## config.mk

```make
export PLATFORM = sky130hd
export DESIGN_NAME = ptw_ctrl
export DESIGN_NICKNAME = d
export VERILOG_FILES = /design/src/ptw_pkg.sv /design/src/ptw_ctrl.sv
export VERILOG_INCLUDE_DIRS = /design/src /design/src/src
export SDC_FILE = /design/constraint.sdc
export NUM_CORES = 1
export LEC_CHECK = 0
export ABC_CLOCK_PERIOD_IN_PS = 2200
export BUFFER_PORTS_ARGS = -buffer_cell sky130_fd_sc_hd__buf_2
export CORE_MARGIN = 3
export CORE_UTILIZATION = 45
export DETAILED_ROUTE_END_ITERATION = 8
export PLACE_DENSITY = 0.84
export SLEW_MARGIN = 0
export SYNTH_ARGS = -nofsm -noshare
export SYNTH_HDL_FRONTEND = slang
export SYNTH_SLANG_ARGS = --single-unit
```

## constraint.sdc

```tcl
create_clock -name i_clk -period 2.2 [get_ports i_clk]
set_input_delay 0.22 -clock i_clk [delete_from_list [all_inputs] [get_ports i_clk]]
set_output_delay 0.22 -clock i_clk [all_outputs]
set_load 0.01 [all_outputs]
```

## src/assert_macros.svh

```systemverilog
// Assertion macros of the page table walker, included by its controller.
`ifndef ASSERT_MACROS_SVH
`define ASSERT_MACROS_SVH

// Clocked assertion that is switched off while reset is held.
`define ASSERT_CLKRST(lbl, clk, rst_n, prop, msg) \
    lbl: assert property (@(posedge clk) disable iff (!rst_n) (prop)) else $error(msg);

// Clocked assertion that also holds while reset is held.
`define ASSERT_CLK(lbl, clk, prop, msg) \
    lbl: assert property (@(posedge clk) (prop)) else $error(msg);

`endif

```

## src/ptw_pkg.sv

```systemverilog
// Shared constants, codes and word types of the page table walker.
package ptw_pkg;

    // Table store geometry.
    localparam int TABLE_FRAMES      = 16;
    localparam int ENTRIES_PER_TABLE = 512;
    localparam int IDX_W             = $clog2(ENTRIES_PER_TABLE);
    localparam int FRAME_W           = $clog2(TABLE_FRAMES);
    localparam int STORE_WORDS       = TABLE_FRAMES * ENTRIES_PER_TABLE;
    localparam int STORE_ADDR_W      = FRAME_W + IDX_W;

    // Entry masks and flag bits.
    localparam logic [63:0] FRAME_MASK  = 64'h000F_FFFF_FFFF_F000;
    localparam logic [63:0] HUGE_MASK   = 64'h000F_FFFF_FFE0_0000;
    localparam logic [63:0] FLAG_MASK   = 64'hFFF0_0000_0000_0FFF;
    localparam logic [63:0] BIT_PRESENT = 64'h0000_0000_0000_0001;
    localparam logic [63:0] BIT_HUGE    = 64'h0000_0000_0000_0080;

    // Operation codes.
    localparam logic [2:0] OP_WRITE      = 3'd0;
    localparam logic [2:0] OP_TRANSLATE  = 3'd1;
    localparam logic [2:0] OP_READ_FLAGS = 3'd2;
    localparam logic [2:0] OP_UPDATE     = 3'd3;
    localparam logic [2:0] OP_UNMAP      = 3'd4;

    // Status codes.
    localparam logic [1:0] STAT_DONE   = 2'd0;
    localparam logic [1:0] STAT_ABSENT = 2'd1;
    localparam logic [1:0] STAT_RANGE  = 2'd2;

    // Source of the store read address.
    typedef enum logic [1:0] {
        RS_ROOT = 2'd0,
        RS_PDPT = 2'd1,
        RS_PD   = 2'd2,
        RS_PT   = 2'd3
    } t_rd_sel;

    // Source of the store write address and data.
    typedef enum logic [1:0] {
        WS_CLEAR = 2'd0,
        WS_WORD  = 2'd1,
        WS_LEAF  = 2'd2
    } t_wr_sel;

    // Request word.
    typedef struct packed {
        logic [2:0]  op;
        logic [47:0] virt_addr;
        logic [12:0] word_addr;
        logic [63:0] write_data;
        logic [63:0] set_flags;
    } t_ptw_in;

    // Result word.
    typedef struct packed {
        logic [51:0] phys_addr;
        logic [63:0] leaf_flags;
        logic [1:0]  status;
    } t_ptw_out;

    // Commands from the controller to the datapath.
    typedef struct packed {
        logic       load;
        logic       rd_en;
        t_rd_sel    rd_sel;
        logic       wr_en;
        t_wr_sel    wr_sel;
        logic       leaf_huge;
        logic       finish;
        logic [1:0] status;
    } t_ptw_cmd;

    // Status from the datapath to the controller.
    typedef struct packed {
        logic [2:0] new_op;
        logic [2:0] op;
        logic       root_bad;
        logic       present;
        logic       huge;
        logic       frame_bad;
        logic       waddr_ok;
        logic       clr_last;
    } t_ptw_stat;

endpackage

```

## src/ptw_ctrl.sv

```systemverilog
// Controller state machine of the page table walker.
`include "assert_macros.svh"

module ptw_ctrl
    import ptw_pkg::*;
(
    input  logic      i_clk,
    input  logic      i_rst_n,
    input  logic      i_start,
    input  t_ptw_stat i_stat,
    output t_ptw_cmd  o_cmd,
    output logic      o_busy
);

    typedef enum logic [6:0] {
        S_CLEAR = 7'b0000001,
        S_IDLE  = 7'b0000010,
        S_WORD  = 7'b0000100,
        S_L4    = 7'b0001000,
        S_L3    = 7'b0010000,
        S_L2    = 7'b0100000,
        S_L1    = 7'b1000000
    } t_ptw_state;

    t_ptw_state r_state;
    t_ptw_state n_state;
    logic       leaf;
    logic       leaf_huge;

    // State register; reset starts the clearing pass over the store.
    always_ff @(posedge i_clk) begin
        if (!i_rst_n) begin
            r_state <= S_CLEAR;
        end else begin
            r_state <= n_state;
        end
    end

    assign o_busy = (r_state != S_IDLE);

    // Next state and commands.
    always_comb begin
        o_cmd        = '0;
        o_cmd.rd_sel = RS_ROOT;
        o_cmd.wr_sel = WS_CLEAR;
        o_cmd.status = STAT_DONE;
        n_state      = r_state;
        leaf         = 1'b0;
        leaf_huge    = 1'b0;
        case (r_state)
            S_CLEAR: begin
                o_cmd.wr_en  = 1'b1;
                o_cmd.wr_sel = WS_CLEAR;
                if (i_stat.clr_last) begin
                    n_state = S_IDLE;
                end
            end
            S_IDLE: begin
                if (i_start) begin
                    o_cmd.load   = 1'b1;
                    o_cmd.rd_en  = 1'b1;
                    o_cmd.rd_sel = RS_ROOT;
                    if (i_stat.new_op == OP_TRANSLATE || i_stat.new_op == OP_READ_FLAGS ||
                        i_stat.new_op == OP_UPDATE || i_stat.new_op == OP_UNMAP) begin
                        n_state = S_L4;
                    end else begin
                        n_state = S_WORD;
                    end
                end
            end
            S_WORD: begin
                o_cmd.finish = 1'b1;
                n_state      = S_IDLE;
                if (i_stat.op == OP_WRITE) begin
                    if (i_stat.waddr_ok) begin
                        o_cmd.wr_en  = 1'b1;
                        o_cmd.wr_sel = WS_WORD;
                    end else begin
                        o_cmd.status = STAT_RANGE;
                    end
                end
            end
            S_L4: begin
                if (i_stat.root_bad) begin
                    o_cmd.finish = 1'b1;
                    o_cmd.status = STAT_RANGE;
                    n_state      = S_IDLE;
                end else if (!i_stat.present) begin
                    o_cmd.finish = 1'b1;
                    o_cmd.status = STAT_ABSENT;
                    n_state      = S_IDLE;
                end else if (i_stat.frame_bad) begin
                    o_cmd.finish = 1'b1;
                    o_cmd.status = STAT_RANGE;
                    n_state      = S_IDLE;
                end else begin
                    o_cmd.rd_en  = 1'b1;
                    o_cmd.rd_sel = RS_PDPT;
                    n_state      = S_L3;
                end
            end
            S_L3: begin
                if (!i_stat.present) begin
                    o_cmd.finish = 1'b1;
                    o_cmd.status = STAT_ABSENT;
                    n_state      = S_IDLE;
                end else if (i_stat.frame_bad) begin
                    o_cmd.finish = 1'b1;
                    o_cmd.status = STAT_RANGE;
                    n_state      = S_IDLE;
                end else begin
                    o_cmd.rd_en  = 1'b1;
                    o_cmd.rd_sel = RS_PD;
                    n_state      = S_L2;
                end
            end
            S_L2: begin
                if (!i_stat.present) begin
                    o_cmd.finish = 1'b1;
                    o_cmd.status = STAT_ABSENT;
                    n_state      = S_IDLE;
                end else if (i_stat.huge) begin
                    leaf      = 1'b1;
                    leaf_huge = 1'b1;
                end else if (i_stat.frame_bad) begin
                    o_cmd.finish = 1'b1;
                    o_cmd.status = STAT_RANGE;
                    n_state      = S_IDLE;
                end else begin
                    o_cmd.rd_en  = 1'b1;
                    o_cmd.rd_sel = RS_PT;
                    n_state      = S_L1;
                end
            end
            S_L1: begin
                leaf = 1'b1;
            end
            default: begin
                n_state = S_CLEAR;
            end
        endcase

        // Work on the leaf entry, either a 2 MB directory entry or a 4 KB entry.
        if (leaf) begin
            o_cmd.leaf_huge = leaf_huge;
            o_cmd.finish    = 1'b1;
            n_state         = S_IDLE;
            case (i_stat.op)
                OP_TRANSLATE: begin
                    if (!(leaf_huge || i_stat.present)) begin
                        o_cmd.status = STAT_ABSENT;
                    end
                end
                OP_UPDATE: begin
                    if (leaf_huge || i_stat.present) begin
                        o_cmd.wr_en  = 1'b1;
                        o_cmd.wr_sel = WS_LEAF;
                    end else begin
                        o_cmd.status = STAT_ABSENT;
                    end
                end
                OP_UNMAP: begin
                    o_cmd.wr_en  = 1'b1;
                    o_cmd.wr_sel = WS_LEAF;
                end
                default: begin
                end
            endcase
        end
    end

    // A finished word always returns the controller to idle.
    `ASSERT_CLKRST(a_finish_idle, i_clk, i_rst_n, o_cmd.finish |=> r_state == S_IDLE, "finish did not return to idle")
    // Idle is entered only after a finished word or the end of the clearing pass.
    `ASSERT_CLKRST(a_idle_entry, i_clk, i_rst_n, (r_state == S_IDLE && $past(r_state) != S_IDLE) |-> ($past(o_cmd.finish) || $past(i_stat.clr_last)), "idle entered without cause")
    // Every walk level checks data from a store read issued in the cycle before.
    `ASSERT_CLKRST(a_level_read, i_clk, i_rst_n, (r_state == S_L4 || r_state == S_L3 || r_state == S_L2 || r_state == S_L1) |-> $past(o_cmd.rd_en), "walk level without a store read")
    // The store is never read and written in the same cycle.
    `ASSERT_CLKRST(a_no_rw, i_clk, i_rst_n, o_cmd.wr_en |-> !o_cmd.rd_en, "store read and written together")

endmodule

```

==> impl_metrics.csv, run 1 <==
group,metric,value,unit
hold_path,hold_class,"primary input to flip-flop",
die,die-area,1870,um2
grt,antenna_found_initial,0,
placement,globalplace.congestion,0.882,
grt,grt_pass1_wl,2820,um
timing,slew_violations,0,
synthesis,synthArstFlopShare,0,
cts,cts_resized,0,
power,p_int,266,uW
final_layout,regMostFlops,"r_state",
die,rows,12,
power,p_leak,0.000356,uW
timing,setup_violations,0,
final_layout,largest_register_ffs,7,
power,totalPowerFinal,401,uW
route,avgViaCountPerCell,5.98,
cts,clock-sinks,7,
power,netSwitchingFraction,0.339,
timing,timing.final.crit_share,0.955,
power,ir_drop,0.377,mV
synthesis,ys_warn_count,0,
route,wl_per_cell,13.5,um
critical_path,start_kind,"flip-flop",
cts,numCtsBuffers,3,
final_layout,drive_above_1_share,0.313,
grt,grtUsageTotal,0.195,
timing,skew,0.00191,ns
route,drtIter0Drc,22,
synthesis,syn_nets,100,
synthesis,ys_ff_latch,7,
route,num_vias,772,
final_layout,final_core_util,0.664,
final_layout,nNetsFinal,131,
grt,grt_max_degree,9,
route,totalWireLength,1750,um
cts,cts_buffer_depth,2,
synthesis,syn_area_per_cell,7.33,um2
timing,finalHoldViolations,0,
synthesis,synth_top_family_by_area,"simple AND/OR/NAND/NOR gates",
cts,cts_tree,"built",
power,clockPowerShare,0.306,
cts,worstSkewPairLatency,0.26,ns
die,num_io_pins,27,
cts,clk_pin_slew,0.05,ns
synthesis,synth_xor_area_frac,0.0141,
power,power_density,504,nW/um2
cts,cts_hold_buf,0,
synthesis,synth_edf_count,0,
synthesis,synth.top_cell.area_share,0.225,
synthesis,synth_fa_ha_area_frac,0,
placement,dp_slack,0.385,ns
critical_path,cp.required,1.98,ns
cts,ctsHtreeMaxLevel,1,
synthesis,syn_inst,85,
timing,slew_headroom,0.759,
route,drc_errors,0,
die,coreArea,1200,um2
cts,post_cts_buffers,0,
critical_path,critPathKind,"flip-flop to output port",
timing,rsz0062_at_grt,"no",
synthesis,ys_top_cells_by_area,"dfxtp_1 22%, nor2_1 7.8%, nand2b_1 6.0%",
final_layout,synthToLayoutAreaGrowth,27.9,%
critical_path,critPathMaxFanout,6,
synthesis,ys.flop_type,"dfxtp_1",
power,comb_power_share,0.330,
outcome,status,"completed",
timing,tightest_slew,0.358,ns
critical_path,cp_data_arrival_time,1.88,ns
synthesis,yosys.area_share.simple,0.512,
synthesis,synth.area.mux_share,0,
final_layout,fill_cells,105,
timing,maxClockFrequency,476,MHz
cts,root_buffer,"clkbuf_4",
final_layout,layout_commonest_cell,"buf_2",
die,fp.dieW,43.2,um
placement,io_buffers,26,
power,p_seq_frac,0.364,
synthesis,synth_area,623,um2
timing,hold-worst-slack,0.232,ns
die,fp.dieH,43.2,um
final_layout,antenna_cells,0,
final_layout,final_cell_mix,"26 x buf_2, 13 x nor2_1, 9 x nand2_1, 7 x dfxtp_1, 6 x nand2b_1",
placement,post-dp-hpwl,1390,um
grt,grt_pass1_vias,680,
timing,worst_slack,0.100,ns
die,initial_core_util,0.519,
critical_path,crit_path_end_kind,"output port",
synthesis,synth_compound_area_frac,0.237,
timing,setup_tns,0,ns
timing,layout_min_cycle_time,2.10,ns
final_layout,reg_top3,"r_state (7)",
route,ant_nets,0,
synthesis,ys_seq_area_frac,0.225,
synthesis,yosysTopAreaCell,"dfxtp_1",
flow_run,cap_violations,0,
route,first_pass_iters,4,
grt,gr-total-overflow,0,
synthesis,synth.distinct_cells,36,
power,p_sw,136,uW
[critical path, stage by stage, from the launching register on]
cell     delay (ns)
dfxtp_1        0.36
or3_4          0.39
or4_4          0.51
a21oi_1        0.14
or2_1          0.11
buf_2          0.12
[power groups by stage]
stage / Clock [uW] / Sequential, uW / Combinational (uW)
global placement: 0 / 146 / 128
detailed placement: 0 / 148 / 131
CTS: 124 / 146 / 133
global route: 133 / 148 / 146
finish: 123 / 146 / 133
floorplan: 0 / 145 / 87.8
[layout make-up]
cell class | instances | area [um2] | share of cell area
Clock buffer | 4 | 26.3 | 0.0330
Inverter | 2 | 7.51 | 0.00942
Sequential cell | 7 | 140 | 0.176
Timing Repair Buffer | 26 | 130 | 0.163
Tap cell | 14 | 17.5 | 0.0220
Multi-Input combinational cell | 76 | 475 | 0.597
[metal layers]
| layer | vias up | global-route usage | share of wire |
|---|---|---|---|
| li1 | 380 | - | - |
| met1 | 351 | 0.271 | 0.42 |
| met2 | 39 | 0.298 | 0.47 |
| met3 | 2 | 0.0508 | 0.10 |
| met4 | 0 | 0.0422 | 0.0086 |
| met5 | - | 0 | 0 |
[kinds of logic (layout without fill, tap and decap cells)]
| family | after synthesis | count (layout) |
|---|---|---|
| xor+xnor | 1 | 1 |
| buf+inv | 2 | 32 |
| compound gates | 20 | 20 |
| simple gates | 55 | 55 |
| flops | 7 | 7 |
[through the flow]
step / cell area (um2) / instances
floorplan: 623 / 85
global placement: 771 / 125
detailed placement: 771 / 125
CTS: 797 / 129
global route: 797 / 129
finish: 797 / 129
[final timing paths]
path / from / end / slack, ns / cells past startpoint
setup reg to reg: r_state[4] / r_state[5] / 0.56 / 4
setup / recovery: r_state[6] / o_cmd[9] / 0.10 / 5
hold reg to reg: r_state[4] / r_state[5] / 0.59 / 2
hold / removal: i_start / r_state[2] / 0.23 / 3
[Yosys cell counts (2+ instances only)]
master	n
a31oi_1	2
nand4_1	2
or3_1	2
or3_4	2
nor3b_1	2
nand2b_1	6
o21ai_0	2
nor2_1	13
inv_1	2
or2_1	2
dfxtp_1	7
nand2_1	9
o21a_1	2
nor2b_1	4
a21oi_1	5
nor3_1	3
Power figures use the tool's default switching activity.
==> run 2, diff against run 1 <==
CTS_BUF_LIST = sky130_fd_sc_hd__clkbuf_8 sky130_fd_sc_hd__clkbuf_16   (was unset)
==> impl_metrics.csv, run 2 (synthesis results as in run 1) <==
group,metric,value,unit
outcome,status,"completed",
cts,cts_hold_buf,0,
critical_path,start_kind,"flip-flop",
final_layout,synthToLayoutAreaGrowth,30.9,%
grt,grtUsageTotal,0.204,
power,p_leak,0.000368,uW
critical_path,timing.rr.start,"r_state[4]",
hold_path,hold_path_startpoint,"i_start",
final_layout,fill_cells,103,
placement,placedCellCount,125,
cts,ctsHtreeMaxLevel,1,
timing,skew,0.00207,ns
cts,post_cts_buffers,0,
cts,numCtsBuffers,3,
timing,maxClockFrequency,482,MHz
die,fp.dieW,43.2,um
critical_path,r2r-end,"r_state[5]",
timing,setup_violations,0,
timing,layout_min_cycle_time,2.07,ns
placement,place_area,771,um2
timing,slew_violations,0,
critical_path,reg2reg_depth,4,
cts,cts_resized,0,
grt,gr-total-overflow,0,
final_layout,final_core_util,0.679,
timing,tightest_slew,0.364,ns
final_layout,antenna_cells,0,
final_layout,nNetsFinal,131,
critical_path,reg2reg_slack,0.58,ns
die,rows,12,
route,num_vias,777,
critical_path,cp.required,1.98,ns
critical_path,cp-endpoint,"o_cmd[9]",
placement,io_buffers,26,
cts,cts_buffer_depth,2,
timing,timing.final.crit_share,0.942,
route,drtIter0Drc,21,
cts,worstSkewPairLatency,0.23,ns
die,coreArea,1200,um2
grt,grt_pass1_vias,687,
grt,antenna_found_initial,0,
final_layout,stdcell_area,816,um2
power,ir_drop,0.429,mV
cts,clock-sinks,7,
route,avgViaCountPerCell,6.02,
die,die-area,1870,um2
route,wl_per_cell,13.9,um
timing,slew_headroom,0.755,
route,topRoutingLayerUsed,"met4",
final_layout,regMostFlops,"r_state",
route,met1_length,785,um
power,power_density,569,nW/um2
route,dr_wl_met2,826,um
route,totalWireLength,1790,um
flow_run,cap_violations,0,
critical_path,critPathMaxFanout,6,
final_layout,final_cell_mix,"26 x buf_2, 13 x nor2_1, 9 x nand2_1, 7 x dfxtp_1, 6 x nand2b_1",
grt,grt_pass1_wl,2900,um
die,fp.dieH,43.2,um
final_layout,drive_above_1_share,0.313,
critical_path,crit_path_end_kind,"output port",
route,drc_errors,0,
placement,post-dp-hpwl,1390,um
final_layout,layout_commonest_cell,"buf_2",
critical_path,cp_data_arrival_time,1.85,ns
route,first_pass_iters,4,
timing,setup_tns,0,ns
final_layout,reg_top3,"r_state (7)",
cts,clk_pin_slew,0.04,ns
placement,globalplace.congestion,0.882,
final_layout,finalNonFillerCells,129,
timing,rsz0062_at_grt,"no",
route,routed-wl-met3,150,um
critical_path,critPathKind,"flip-flop to output port",
die,initial_core_util,0.519,
cts,cts_tree,"built",
hold_path,hold_class,"primary input to flip-flop",
die,num_io_pins,27,
timing,finalHoldViolations,0,
route,ant_nets,0,
cts,root_buffer,"clkbuf_8",
grt,grt_max_degree,9,
final_layout,largest_register_ffs,7,
critical_path,startpoint,"r_state[6]",
run 2: changes by cell type in the layout (fill, tap and decap cells not counted):
cell and change:
inv_1 +1, clkbuf_4 -3, clkbuf_1 -1, clkbuf_8 +3
run 2: worst min-delay path by stage:
stage / depth (start not counted) / end / slack (ns)
2_1_floorplan: 2 / r_state[2] / 0.35
3_3_place_gp: 3 / r_state[2] / 0.49
3_5_place_dp: 3 / r_state[2] / 0.50
4_1_cts: 3 / r_state[2] / 0.26
5_1_grt: 3 / r_state[2] / 0.27
6_report: 3 / r_state[2] / 0.26
run 2: stage by stage:
stage               total power, uW  worst slack (ns)  hold slack (ns)
floorplan                       233             0.521            0.348
global placement                274             0.384            0.492
detailed placement              279             0.385            0.498
CTS                             463             0.122            0.256
global route                    488            0.0430            0.266
finish                          464             0.127            0.260
run 2: critical path: stages, from the launching register on:
cell,delay [ns]
dfxtp_1,0.36
or3_4,0.39
or4_4,0.51
a21oi_1,0.13
or2_1,0.11
buf_2,0.12
run 2: report_power, final:
group,switching (uW),leakage [uW],internal [uW],total [uW]
Sequential,10.8,0.0000569,136,147
Clock,63.3,0.0000269,121,185
Combinational,72.3,0.000284,60.5,133
run 2: final cells by class:
class	instances	area (um2)	area share
clock buffer	3	41.3	0.0506
clock inverter	1	3.75	0.00460
inverter	2	7.51	0.00920
multi-input combinational	76	475	0.583
sequential	7	140	0.172
tap	14	17.5	0.0215
timing repair buffer	26	130	0.160
run 2: routing by layer:
metal | vias to the layer above | GRT usage
met4 | 0 | 0.0723
met5 | - | 0
met1 | 356 | 0.281
met2 | 41 | 0.310
met3 | 2 | 0.0381
li1 | 378 | -
==> run 3, diff against run 2 <==
ABC_AREA = 1   (was unset)
CORE_UTILIZATION = 49   (was 45)
GPL_TIMING_DRIVEN = 0   (was unset)
PLACE_DENSITY = 0.86   (was 0.84)
==> impl_metrics.csv, run 3 <==
group,metric,value,unit
outcome,status,"completed",
die,coreArea,1400,um2
timing,setup_tns,0,ns
final_layout,stdcell_area,976,um2
cts,cts_resized,0,
final_layout,regMostFlops,"r_state",
timing,timing.final.crit_share,0.815,
placement,globalplace.congestion,0.838,
power,p_seq_frac,0.297,
synthesis,ys_seq_area_frac,0.179,
final_layout,antenna_cells,0,
power,p_leak,0.000563,uW
power,p_sw,181,uW
synthesis,synth_compound_area_frac,0.0432,
timing,layout_min_cycle_time,1.79,ns
synthesis,synth_top_cells_by_count,"26 x nand2_1, 23 x inv_1, 12 x nor2_1",
grt,antenna_found_initial,0,
critical_path,critPathMaxFanout,5,
die,num_io_pins,27,
power,comb_power_share,0.359,
final_layout,drive_above_1_share,0.362,
synthesis,synthArstFlopShare,0,
die,die-area,2110,um2
timing,skew,0.0000818,ns
critical_path,cp_slowest_stage_delay,0.33,ns
critical_path,crit_chain,"inv_1 -> nand2_1 -> nor3_4 -> nor2_1 -> o21ai_1 -> nand3_1 -> nand3_1 -> buf_2",
power,ir_drop,0.286,mV
synthesis,synth_xor_area_frac,0.0224,
synthesis,ys_top_cells_by_area,"dfxtp_1 18%, nand2_1 12%, inv_1 11%",
critical_path,cpMostUsedCell,"nand3_1",
route,ant_nets,0,
die,rows,13,
synthesis,yosysMostFrequentCell,"nand2_1",
synthesis,synth.distinct_cells,27,
timing,finalHoldViolations,0,
grt,grt_pass1_wl,3130,um
synthesis,ys_warn_count,0,
placement,io_buffers,26,
die,fp.dieH,46.0,um
timing,setup_violations,0,
die,fp.dieW,46.0,um
die,initial_core_util,0.559,
critical_path,cp_slowest_cell,"dfxtp_1",
placement,place_area,931,um2
synthesis,synth.area.mux_share,0,
critical_path,crit_path_end_kind,"output port",
critical_path,cp_data_arrival_time,1.57,ns
timing,slew_violations,0,
synthesis,synth_fa_ha_area_frac,0,
cts,cts_hold_buf,0,
synthesis,synth_edf_count,0,
synthesis,yosysTopAreaCell,"dfxtp_1",
timing,slew_headroom,0.807,
final_layout,final_cell_mix,"26 x nand2_1, 26 x buf_2, 24 x inv_1, 12 x nor2_1",
synthesis,ys_ff_latch,7,
route,num_vias,860,
route,wl_per_cell,11.4,um
route,drc_errors,0,
power,p_int,324,uW
cts,ctsHtreeMaxLevel,1,
cts,worstSkewPairLatency,0.23,ns
power,clockPowerShare,0.344,
cts,post_cts_buffers,0,
grt,grtUsageTotal,0.204,
timing,tightest_slew,0.289,ns
synthesis,syn_nets,134,
route,totalWireLength,1870,um
critical_path,cp.required,1.98,ns
critical_path,start_kind,"flip-flop",
final_layout,synthToLayoutAreaGrowth,24.8,%
power,netSwitchingFraction,0.358,
timing,maxClockFrequency,557,MHz
synthesis,synth_area,782,um2
cts,numCtsBuffers,3,
cts,cts_tree,"built",
route,first_pass_iters,4,
power,power_density,517,nW/um2
cts,clock-sinks,7,
flow_run,cap_violations,0,
synthesis,ys.flop_type,"dfxtp_1",
route,drtIter0Drc,27,
synthesis,synth_top_family_by_area,"simple AND/OR/NAND/NOR gates",
synthesis,syn_inst,119,
cts,root_buffer,"clkbuf_8",
grt,grt_max_degree,8,
cts,cts_buffer_depth,2,
synthesis,synth.top_cell.area_share,0.179,
grt,grt_pass1_vias,836,
placement,post-dp-hpwl,1550,um
critical_path,critPathKind,"flip-flop to output port",
final_layout,nNetsFinal,165,
synthesis,syn_area_per_cell,6.57,um2
final_layout,largest_register_ffs,7,
route,avgViaCountPerCell,5.24,
synthesis,yosys.area_share.simple,0.630,
hold_path,hold_class,"primary input to flip-flop",
cts,clk_pin_slew,0.04,ns
timing,rsz0062_at_grt,"no",
final_layout,reg_top3,"r_state (7)",
grt,gr-total-overflow,0,
## run 3: cell count changes after synthesis, sizes merged, moves of 3 or more
cell | previous run | this run
nor2 | 13 | 22
a21oi | 5 | 2
inv | 2 | 26
nand2b | 6 | 0
nand2 | 9 | 32
or3 | 4 | 0
nor2b | 4 | 0
nand4 | 2 | 6
nand3 | 1 | 10
or2 | 3 | 0
## run 3: cell families (layout without fill, tap and decap cells)
group                  Yosys count  in the layout
XOR/XNOR                         2              2
AND/OR/NAND/NOR                 78             78
flip-flops                       7              7
buffers and inverters           26             56
AO/OA/AOI/OAI                    6              6
## run 3: worst paths after layout
check | startpoint | to | slack (ns) | cells past startpoint
worst max-delay path | r_state[0] | o_cmd[1] | 0.41 | 8
worst max register to register | r_state[0] | r_state[4] | 0.91 | 5
worst min-delay path | i_rst_n | r_state[0] | 0.24 | 2
worst min register to register | r_state[1] | r_state[3] | 0.65 | 4
## run 3: metrics by stage
step	std cells	hold WS, ns	worst slack, ns	power (uW)	util
6_report	164	0.239	0.406	505	0.698
5_1_grt	164	0.254	0.324	535	0.698
4_1_cts	164	0.235	0.429	503	0.698
3_5_place_dp	160	0.465	0.668	330	0.665
3_3_place_gp	160	0.448	0.700	324	0.665
2_1_floorplan	119	0.304	0.846	281	-
## run 3: routing by layer
metal	vias to the layer above	share of wire	global-route usage
met2	41	0.49	0.352
met5	-	0	0
met3	7	0.078	0.0158
li1	434	-	-
met4	0	0.034	0.142
met1	378	0.40	0.232
## run 3: power by group through the flow
stage | Sequential, uW | Clock, uW | Combinational, uW
after floorplan | 149 | 0 | 132
after global routing | 151 | 180 | 204
after detailed placement | 151 | 0 | 179
after CTS | 149 | 173 | 180
final | 150 | 174 | 181
after global placement | 151 | 0 | 174
## run 3: layout make-up
cell class              instances  area (um2)
multi-input cells              86         544
fillers                       122         423
flip-flops and latches          7         140
repair buffers                 26         130
inverters                      26        97.6
clock buffers                   3        41.3
well taps                      15        18.8
clock inverters                 1        3.75
## run 3: critical path: cells and delay by family, from the launching register on
family | cells | cell delay [ns]
and+or+nand+nor | 5 | 0.69
buffers and inverters | 2 | 0.25
AOI/OAI and AO/OA | 1 | 0.09
DFF | 1 | 0.33
